$ cat config.mk
export PLATFORM = sky130hd
export DESIGN_NAME = rtos_task_scheduler
export DESIGN_NICKNAME = d
export VERILOG_FILES = /design/src/rtl/rts_pkg.sv /design/src/rtl/rts_cond_unit.sv /design/src/rtl/rtos_task_scheduler.sv
export SDC_FILE = /design/constraint.sdc
export NUM_CORES = 2
export LEC_CHECK = 0
export BUFFER_PORTS_ARGS = -buffer_cell sky130_fd_sc_hd__buf_4
export CELL_PAD_IN_SITES_DETAIL_PLACEMENT = 0
export CELL_PAD_IN_SITES_GLOBAL_PLACEMENT = 2
export CORE_ASPECT_RATIO = 1.2
export CORE_MARGIN = 2
export CORE_UTILIZATION = 45
export CTS_BUF_LIST = sky130_fd_sc_hd__clkbuf_2 sky130_fd_sc_hd__clkbuf_4 sky130_fd_sc_hd__clkbuf_8
export DETAILED_ROUTE_END_ITERATION = 12
export GPL_ROUTABILITY_DRIVEN = 0
export GPL_TIMING_DRIVEN = 0
export PLACE_DENSITY = 0.87
export SKIP_CTS_REPAIR_TIMING = 1
export SLEW_MARGIN = 20
export SYNTH_ARGS = -nofsm -noshare
export SYNTH_HDL_FRONTEND = slang
export SYNTH_SLANG_ARGS = --single-unit
$ cat constraint.sdc
create_clock -name clk -period 8.7 [get_ports clk]
set_input_delay 0.435 -clock clk [delete_from_list [all_inputs] [get_ports clk]]
set_output_delay 0.435 -clock clk [all_outputs]
set_load 0.05 [all_outputs]
$ cat src/rtl/rts_pkg.sv
// ----------------------------------------------------------------------------
// rts_pkg
// types and codes shared by the task scheduler modules
// ----------------------------------------------------------------------------
`timescale 1ns / 1ps

package rts_pkg;

    localparam logic [2:0] CMD_ADD     = 3'd0;
    localparam logic [2:0] CMD_LOCK    = 3'd1;
    localparam logic [2:0] CMD_EXPIRE  = 3'd2;
    localparam logic [2:0] CMD_WORD    = 3'd3;
    localparam logic [2:0] CMD_FILL    = 3'd4;
    localparam logic [2:0] CMD_SCHED   = 3'd5;
    localparam logic [2:0] CMD_PREEMPT = 3'd6;
    localparam logic [2:0] CMD_RSVD    = 3'd7;

    localparam logic [2:0] MODE_RUN    = 3'd0;
    localparam logic [2:0] MODE_SUSP   = 3'd1;

    localparam logic [1:0] ST_OK       = 2'd0;
    localparam logic [1:0] ST_EXPIRED  = 2'd1;
    localparam logic [1:0] ST_REJECT   = 2'd2;

    localparam logic [1:0] KIND_MUTEX  = 2'd0;
    localparam logic [1:0] KIND_EVENT  = 2'd1;
    localparam logic [1:0] KIND_QFULL  = 2'd2;
    localparam logic [1:0] KIND_QEMPTY = 2'd3;

    typedef struct packed {
        logic [2:0]  cmd;
        logic [2:0]  task_slot;
        logic [3:0]  priority_req;
        logic [1:0]  lock_kind;
        logic [2:0]  object_index;
        logic [31:0] bit_mask;
        logic [31:0] word_value;
        logic [15:0] fill_count;
        logic [15:0] queue_size;
    } rts_in_t;

    typedef struct packed {
        logic [2:0] current_task;
        logic       is_idle;
        logic [1:0] status;
    } rts_out_t;

    // condition evaluation request to the shared compare unit
    typedef struct packed {
        logic [2:0]  mode;
        logic [31:0] word;
        logic [31:0] mask;
        logic [15:0] fill;
        logic [15:0] cap;
    } rts_cond_t;

endpackage

$ cat src/rtl/rts_cond_unit.sv
// ----------------------------------------------------------------------------
// rts_cond_unit
// shared lock condition test, one task per cycle
// ----------------------------------------------------------------------------
`timescale 1ns / 1ps

module rts_cond_unit
    import rts_pkg::*;
(
    input  rts_cond_t req,
    output logic      met
);

    logic [31:0] masked;

    assign masked = req.word & req.mask;

    always_comb
    begin
        met = 1'b0;
        if (req.mode[2])
        begin
            unique case (req.mode[1:0])
                KIND_MUTEX:  met = (masked == 32'd0);
                KIND_EVENT:  met = (masked != 32'd0);
                KIND_QFULL:  met = (req.fill < req.cap);
                KIND_QEMPTY: met = (req.fill != 16'd0);
                default:     met = 1'b0;
            endcase
        end
    end

endmodule

$ cat src/rtl/rtos_task_scheduler.sv
// ----------------------------------------------------------------------------
// rtos_task_scheduler
// priority round-robin task scheduler with a sequenced queue scan
// ----------------------------------------------------------------------------
// channel  direction  handshake         payload
// in       to block   in_valid/in_stall rts_in_t
// out      from block out_valid/out_stall rts_out_t
// cfg      to block   cfg_we            use_priority
// simple commands pass through the decode and output states before their result is offered
// schedule, lock and preempt walk the queue one slot a cycle: the preempt check
// (preempt only, through the shared compare unit), move to tail, the selection
// scan (through the shared compare unit) and then apply
// reset returns the state to an empty queue with the idle task running
// a stalled result holds; no new transfer is taken until it has gone
// ----------------------------------------------------------------------------
`timescale 1ns / 1ps

module rtos_task_scheduler
    import rts_pkg::*;
#(
    parameter int NUM_TASKS   = 8,
    parameter int NUM_OBJECTS = 8,
    parameter int PRIO_BITS   = 4
)
(
    input  logic     clk,
    input  logic     rst_n,
    input  logic     in_valid,
    output logic     in_stall,
    input  rts_in_t  in_data,
    output logic     out_valid,
    input  logic     out_stall,
    output rts_out_t out_data,
    input  logic     cfg_we,
    input  logic     cfg_wdata
);

    localparam int TW = $clog2(NUM_TASKS);
    localparam int OW = (NUM_OBJECTS > 1) ? $clog2(NUM_OBJECTS) : 1;
    localparam int LW = $clog2(NUM_TASKS + 1);

    typedef enum logic [6:0] {
        S_IDLE  = 7'b0000001,
        S_DEC   = 7'b0000010,
        S_TAIL  = 7'b0000100,
        S_PCHK  = 7'b0001000,
        S_SCAN  = 7'b0010000,
        S_APPLY = 7'b0100000,
        S_OUT   = 7'b1000000
    } state_t;

    state_t state_reg, state_next;

    logic [2:0]           order_reg [NUM_TASKS];
    logic [LW-1:0]        qlen_reg;
    logic [2:0]           mode_reg [NUM_TASKS];
    logic [PRIO_BITS-1:0] prio_reg [NUM_TASKS];
    logic [31:0]          tmask_reg [NUM_TASKS];
    logic [2:0]           tobj_reg [NUM_TASKS];
    logic [NUM_TASKS-1:0] exp_reg;
    logic [31:0]          oword_reg [NUM_OBJECTS];
    logic [15:0]          ofill_reg [NUM_OBJECTS];
    logic [15:0]          ocap_reg [NUM_OBJECTS];
    logic [2:0]           run_reg;
    logic                 idle_reg;
    logic                 usep_reg;

    rts_in_t              cmd_reg;
    logic [LW-1:0]        idx_reg;
    logic                 found_reg;
    logic                 rdy_v_reg, sus_v_reg;
    logic [2:0]           rdy_reg, sus_reg;
    logic [1:0]           st_reg;
    rts_out_t             out_reg;
    logic                 ov_reg;

    logic [2:0]  cur_t;
    logic [OW-1:0] cur_o;
    logic        met;
    rts_cond_t   creq;
    logic        inq;
    logic        slot_ok, obj_ok;
    logic [TW-1:0] idx_t;

    assign idx_t = idx_reg[TW-1:0];
    assign cur_t = order_reg[idx_t];
    assign cur_o = (OW)'(tobj_reg[(TW)'(cur_t)]);

    always_comb
    begin
        creq.mode = mode_reg[(TW)'(cur_t)];
        creq.mask = tmask_reg[(TW)'(cur_t)];
        creq.word = oword_reg[cur_o];
        creq.fill = ofill_reg[cur_o];
        creq.cap  = ocap_reg[cur_o];
    end

    rts_cond_unit u_cond (.req(creq), .met(met));

    assign slot_ok = (int'(cmd_reg.task_slot) < NUM_TASKS);
    assign obj_ok  = (int'(cmd_reg.object_index) < NUM_OBJECTS);

    always_comb
    begin
        inq = 1'b0;
        for (int i = 0; i < NUM_TASKS; i++)
            if ((LW)'(i) < qlen_reg && order_reg[i] == cmd_reg.task_slot)
                inq = 1'b1;
    end

    assign in_stall  = (state_reg != S_IDLE) || ov_reg;
    assign out_valid = ov_reg;
    assign out_data  = out_reg;

    always_ff @(posedge clk or negedge rst_n)
    begin
        if (!rst_n)
            usep_reg <= 1'b1;
        else if (cfg_we)
            usep_reg <= cfg_wdata;
    end

    always_ff @(posedge clk or negedge rst_n)
    begin
        if (!rst_n)
        begin
            state_reg <= S_IDLE;
            qlen_reg  <= '0;
            exp_reg   <= '0;
            run_reg   <= '0;
            idle_reg  <= 1'b1;
            ov_reg    <= 1'b0;
            idx_reg   <= '0;
            found_reg <= 1'b0;
            rdy_v_reg <= 1'b0;
            sus_v_reg <= 1'b0;
            rdy_reg   <= '0;
            sus_reg   <= '0;
            st_reg    <= ST_OK;
            cmd_reg   <= '0;
            out_reg   <= '0;
            for (int i = 0; i < NUM_TASKS; i++)
            begin
                order_reg[i] <= '0;
                mode_reg[i]  <= MODE_RUN;
                prio_reg[i]  <= '0;
                tmask_reg[i] <= '0;
                tobj_reg[i]  <= '0;
            end
            for (int j = 0; j < NUM_OBJECTS; j++)
            begin
                oword_reg[j] <= '0;
                ofill_reg[j] <= '0;
                ocap_reg[j]  <= '0;
            end
        end
        else
        begin
            if (ov_reg && !out_stall)
                ov_reg <= 1'b0;
            unique case (state_reg)
                S_IDLE:
                begin
                    if (in_valid && !in_stall)
                    begin
                        cmd_reg   <= in_data;
                        st_reg    <= ST_OK;
                        state_reg <= S_DEC;
                    end
                end
                S_DEC:
                begin
                    idx_reg   <= '0;
                    found_reg <= 1'b0;
                    state_reg <= S_OUT;
                    unique case (cmd_reg.cmd)
                        CMD_ADD:
                        begin
                            if (!slot_ok || inq || qlen_reg >= (LW)'(NUM_TASKS))
                                st_reg <= ST_REJECT;
                            else
                            begin
                                order_reg[qlen_reg[TW-1:0]] <= cmd_reg.task_slot;
                                qlen_reg <= qlen_reg + 1'b1;
                                mode_reg[(TW)'(cmd_reg.task_slot)] <= MODE_RUN;
                                prio_reg[(TW)'(cmd_reg.task_slot)] <=
                                    (PRIO_BITS)'(cmd_reg.priority_req);
                                exp_reg[(TW)'(cmd_reg.task_slot)] <= 1'b0;
                            end
                        end
                        CMD_LOCK:
                        begin
                            if (idle_reg || !obj_ok)
                                st_reg <= ST_REJECT;
                            else if (exp_reg[(TW)'(run_reg)])
                            begin
                                exp_reg[(TW)'(run_reg)] <= 1'b0;
                                st_reg <= ST_EXPIRED;
                            end
                            else
                            begin
                                mode_reg[(TW)'(run_reg)]  <= {1'b1, cmd_reg.lock_kind};
                                tobj_reg[(TW)'(run_reg)]  <= cmd_reg.object_index;
                                tmask_reg[(TW)'(run_reg)] <= cmd_reg.bit_mask;
                                state_reg <= S_TAIL;
                            end
                        end
                        CMD_EXPIRE:
                        begin
                            if (!slot_ok || !inq)
                                st_reg <= ST_REJECT;
                            else
                                exp_reg[(TW)'(cmd_reg.task_slot)] <= 1'b1;
                        end
                        CMD_WORD:
                        begin
                            if (!obj_ok)
                                st_reg <= ST_REJECT;
                            else
                                oword_reg[(OW)'(cmd_reg.object_index)] <=
                                    cmd_reg.word_value;
                        end
                        CMD_FILL:
                        begin
                            if (!obj_ok)
                                st_reg <= ST_REJECT;
                            else
                            begin
                                ofill_reg[(OW)'(cmd_reg.object_index)] <=
                                    cmd_reg.fill_count;
                                ocap_reg[(OW)'(cmd_reg.object_index)] <=
                                    cmd_reg.queue_size;
                            end
                        end
                        CMD_SCHED:
                            state_reg <= S_TAIL;
                        CMD_PREEMPT:
                        begin
                            if (idle_reg)
                                state_reg <= S_TAIL;
                            else if (mode_reg[(TW)'(run_reg)] != MODE_RUN)
                                state_reg <= S_OUT;
                            else if (!usep_reg)
                            begin
                                mode_reg[(TW)'(run_reg)] <= MODE_SUSP;
                                state_reg <= S_TAIL;
                            end
                            else
                                state_reg <= S_PCHK;
                        end
                        default:
                            st_reg <= ST_REJECT;
                    endcase
                end
                S_PCHK:
                begin
                    // look for a suspended or released task of no lower priority
                    if (idx_reg >= qlen_reg)
                        state_reg <= S_OUT;
                    else if (cur_t != run_reg &&
                             (mode_reg[(TW)'(cur_t)] == MODE_SUSP || met) &&
                             prio_reg[(TW)'(cur_t)] <= prio_reg[(TW)'(run_reg)])
                    begin
                        mode_reg[(TW)'(run_reg)] <= MODE_SUSP;
                        idx_reg   <= '0;
                        state_reg <= S_TAIL;
                    end
                    else
                        idx_reg <= idx_reg + 1'b1;
                end
                S_TAIL:
                begin
                    // bubble the running slot to the end, one swap a cycle
                    if (idle_reg || idx_reg + 1'b1 >= qlen_reg)
                    begin
                        idx_reg   <= '0;
                        rdy_v_reg <= 1'b0;
                        sus_v_reg <= 1'b0;
                        state_reg <= S_SCAN;
                    end
                    else
                    begin
                        if (found_reg || cur_t == run_reg)
                        begin
                            found_reg <= 1'b1;
                            order_reg[idx_t] <= order_reg[idx_t + 1'b1];
                            order_reg[idx_t + 1'b1] <= cur_t;
                        end
                        idx_reg <= idx_reg + 1'b1;
                    end
                end
                S_SCAN:
                begin
                    if (idx_reg >= qlen_reg || (rdy_v_reg && !usep_reg))
                        state_reg <= S_APPLY;
                    else
                    begin
                        idx_reg <= idx_reg + 1'b1;
                        if (!mode_reg[(TW)'(cur_t)][2])
                        begin
                            if (!sus_v_reg)
                            begin
                                sus_v_reg <= 1'b1;
                                sus_reg   <= cur_t;
                            end
                        end
                        else if (exp_reg[(TW)'(cur_t)] || met)
                        begin
                            if (!rdy_v_reg ||
                                prio_reg[(TW)'(cur_t)] < prio_reg[(TW)'(rdy_reg)])
                            begin
                                rdy_v_reg <= 1'b1;
                                rdy_reg   <= cur_t;
                            end
                        end
                    end
                end
                S_APPLY:
                begin
                    state_reg <= S_OUT;
                    if (rdy_v_reg)
                    begin
                        mode_reg[(TW)'(rdy_reg)] <= MODE_RUN;
                        exp_reg[(TW)'(rdy_reg)]  <= 1'b0;
                        run_reg  <= rdy_reg;
                        idle_reg <= 1'b0;
                    end
                    else if (sus_v_reg)
                    begin
                        mode_reg[(TW)'(sus_reg)] <= MODE_RUN;
                        run_reg  <= sus_reg;
                        idle_reg <= 1'b0;
                    end
                    else
                    begin
                        run_reg  <= '0;
                        idle_reg <= 1'b1;
                    end
                end
                S_OUT:
                begin
                    out_reg.current_task <= idle_reg ? 3'd0 : run_reg;
                    out_reg.is_idle      <= idle_reg;
                    out_reg.status       <= st_reg;
                    ov_reg    <= 1'b1;
                    state_reg <= S_IDLE;
                end
                default:
                    state_reg <= S_IDLE;
            endcase
        end
    end

endmodule

==> impl_metrics.py <==
metrics = {
    "run_status": {
        "run_status": "complete, no violations",
    },
    "layout": {
        "final_cells": 6517,
        "area_growth_pct": 15.84,
        "final_cell_area_um2": 57730,
        "fin_nets": 5110,
        "layout-drive-gt1-share_pct": 27.83,
    },
    "clock_network": {
        "cts_root_buf": "clkbuf_8",
        "clockBufferDepth": 3,
        "cts.sinks": 1029,
        "cts_tree": "yes",
        "path_clk_slew_ns": 0.07,
        "cts_made_buffers": 171,
        "htree_levels": 4,
        "clock_latency_ns": 0.93,
    },
    "min_path": {
        "hp-class": "in -> async",
    },
    "critical_path": {
        "arrival_ns": 9.16,
        "cp_slowest_stage_delay_ns": 0.53,
        "cp-end-kind": "flip-flop",
        "cp.required_ns": 9.49,
        "timing.rr.start": "idx_reg[1]",
        "worstSetupStartpointType": "flip-flop",
        "r2r-end": "rdy_reg[2]",
        "reg2reg_setup_slack_ns": 0.33,
        "reg2reg_depth": 30,
        "critPathSlowestCell": "clkbuf_4",
        "cp_max_fo": 19,
        "path_class": "reg -> reg",
    },
    "place": {
        "place_inst": 6091,
        "dp_hpwl_um": 118100,
        "placed_area_um2": 52820,
        "io_buffers": 124,
    },
    "synth": {
        "postSynthAreaPerCell_um2": 10.98,
        "yosysTopAreaCell": "dfrtp_1",
        "ys_seq_elements": 1029,
        "synth_async_sr_flop_share_pct": 100.0,
        "synth_fp_nets": 4690,
        "synthTopCellsByArea": "dfrtp_1 52%, mux2_2 19%, nand2_1 7.5%",
        "synth_edf_count": 0,
        "synth_flop_cell": "dfrtp_1",
        "netlist.area_leader.share_pct": 51.52,
        "yosysWarnings": 0,
        "ys_seq_area_share_pct": 51.68,
        "synth_most_common_cell": "dfrtp_1",
        "synth_cell_type_count": 86,
        "synth_cells": 4540,
        "synth_commonest_cells": "1026 x dfrtp_1, 995 x nand2_1, 847 x mux2_2",
        "syn-cell-area_um2": 49840,
    },
    "power": {
        "vdd_drop_max_v": 0.0001863,
        "p_per_area_nw_per_um2": 329.8,
        "leakage_uw": 0.02725,
    },
    "detailed_routing": {
        "vias": 39170,
        "drt_first_iter_violations": 3683,
        "wl_um": 172400,
        "detail_route.first_pass.iterations": 7,
        "postRouteAntennaNets": 0,
        "wire_per_inst_um": 26.46,
        "routed_via_density": 6.010,
        "route.detailed.drc": 0,
    },
    "floorplanning": {
        "design.die.area_um2": 113400,
        "initial_core_util_pct": 45.44,
        "dieWidth_um": 307.8,
        "design.core.area_um2": 109700,
        "die_y_um": 368.5,
        "rows": 133,
        "pin_count": 125,
    },
    "sta": {
        "setup_viol": 0,
        "finalCriticalPeriod_ns": 8.372,
        "setup_tns_ns": 0,
        "fin_crit_sh_pct": 96.23,
        "hold_slack_ns": 0.06081,
        "max_freq_ghz": 0.1195,
        "hold_viol": 0,
        "worst_slew_pin_slew_ns": 1.212,
        "slew_headroom_pct": 18.93,
        "finClkSkew_ns": 0.04487,
        "rsz0062_at_grt": "false",
        "slew_viol_final": 0,
    },
    "grt": {
        "grt_pass1_vias": 38770,
        "grt_pass1_wl_um": 254800,
        "grt_max_degree": 145,
        "grt_overflow": 0,
        "grt_antenna_before_repair": 3,
        "track_usage_pct": 30.30,
    },
    "job": {
        "drv_cap": 0,
    },
}
-- where the power goes --
part | switching [uW] | leakage [uW] | internal (uW) | total (uW)
logic | 5490 | 0.0111 | 2390 | 7880
registers | 988 | 0.0141 | 5550 | 6540
clock network | 2060 | 0.00197 | 2570 | 4630
total | 8530 | 0.0273 | 10500 | 19000
-- logic make-up (layout without fill, tap and decap cells) --
logic type,Yosys count,after routing,synth area share [%]
simple gates,1553,1553,13.60
flops,1029,1029,51.68
mux,945,945,21.37
compound gates,613,613,9.038
buf+inv,334,889,2.910
fa+ha+maj,33,33,0.8285
xor+xnor,33,33,0.5800
other cells,0,5,0
-- worst max-delay path: cells and delay by family, from the launching register on --
kind	cells	cell delay, ns
flops	1	0.38
compound gates	10	2.69
buf+inv	7	2.44
simple gates	11	1.99
fa+ha+maj	1	0.36
mux	1	0.34
-- how the worst max path moves through the flow --
stage          startpoint     endpoint  cells past startpoint
2_1_floorplan  idx_reg[2]   rdy_reg[0]                     30
3_3_place_gp        rst_n  cmd_reg[51]                      1
3_5_place_dp   idx_reg[0]   rdy_reg[1]                     27
4_1_cts        idx_reg[0]   rdy_reg[2]                     27
5_1_grt        idx_reg[0]   rdy_reg[2]                     26
6_report       idx_reg[1]   rdy_reg[2]                     30
-- metal layers --
layer | global-route usage (%) | vias to the layer above | part of all wire (%)
li1 | - | 17210 | -
met1 | 39.78 | 20060 | 42
met2 | 48.45 | 1480 | 47
met3 | 5.616 | 408 | 6.3
met4 | 14.35 | 0 | 5.1
met5 | 0 | - | 0
-- final cells by class --
type	count	area, um^2
Buffer	303	1354
Multi-Input combinational cell	3177	22700
Fill cell	9944	51930
Timing Repair Buffer	249	2335
Sequential cell	1029	25750
Antenna cell	5	12.51
Tap cell	1417	1773
Clock buffer	276	3405
Inverter	29	108.9
Clock inverter	32	289.0
-- through the flow --
stage,utilization [%],worst slack (ns),total power [uW]
detailed placement,48.17,-0.6702,14260
CTS,51.54,-0.6920,18900
global placement,47.91,-5.323,14160
global route,52.63,0.03271,19890
finish,52.64,0.3283,19040
floorplan,-,2.855,10620
-- cells in the final DEF (no fill, tap or decap), types with 23 or more instances in the layout --
cell type	count
a21o_1	24
ha_1	33
buf_1	42
a211oi_1	50
dlygate4sd3_1	115
o21ai_0	65
dfrtp_1	1026
a311oi_1	59
inv_1	27
clkbuf_8	213
a22oi_1	23
nor3_1	27
clkbuf_4	64
mux2i_1	86
buf_2	37
clkbuf_1	180
mux2_2	847
o22ai_1	51
nand2_1	995
a31oi_1	69
a2111oi_0	27
and3_1	103
a21oi_1	68
nor2_1	90
buf_4	143
nand3_1	198
Note: power is estimated with default switching activity, not from simulation.
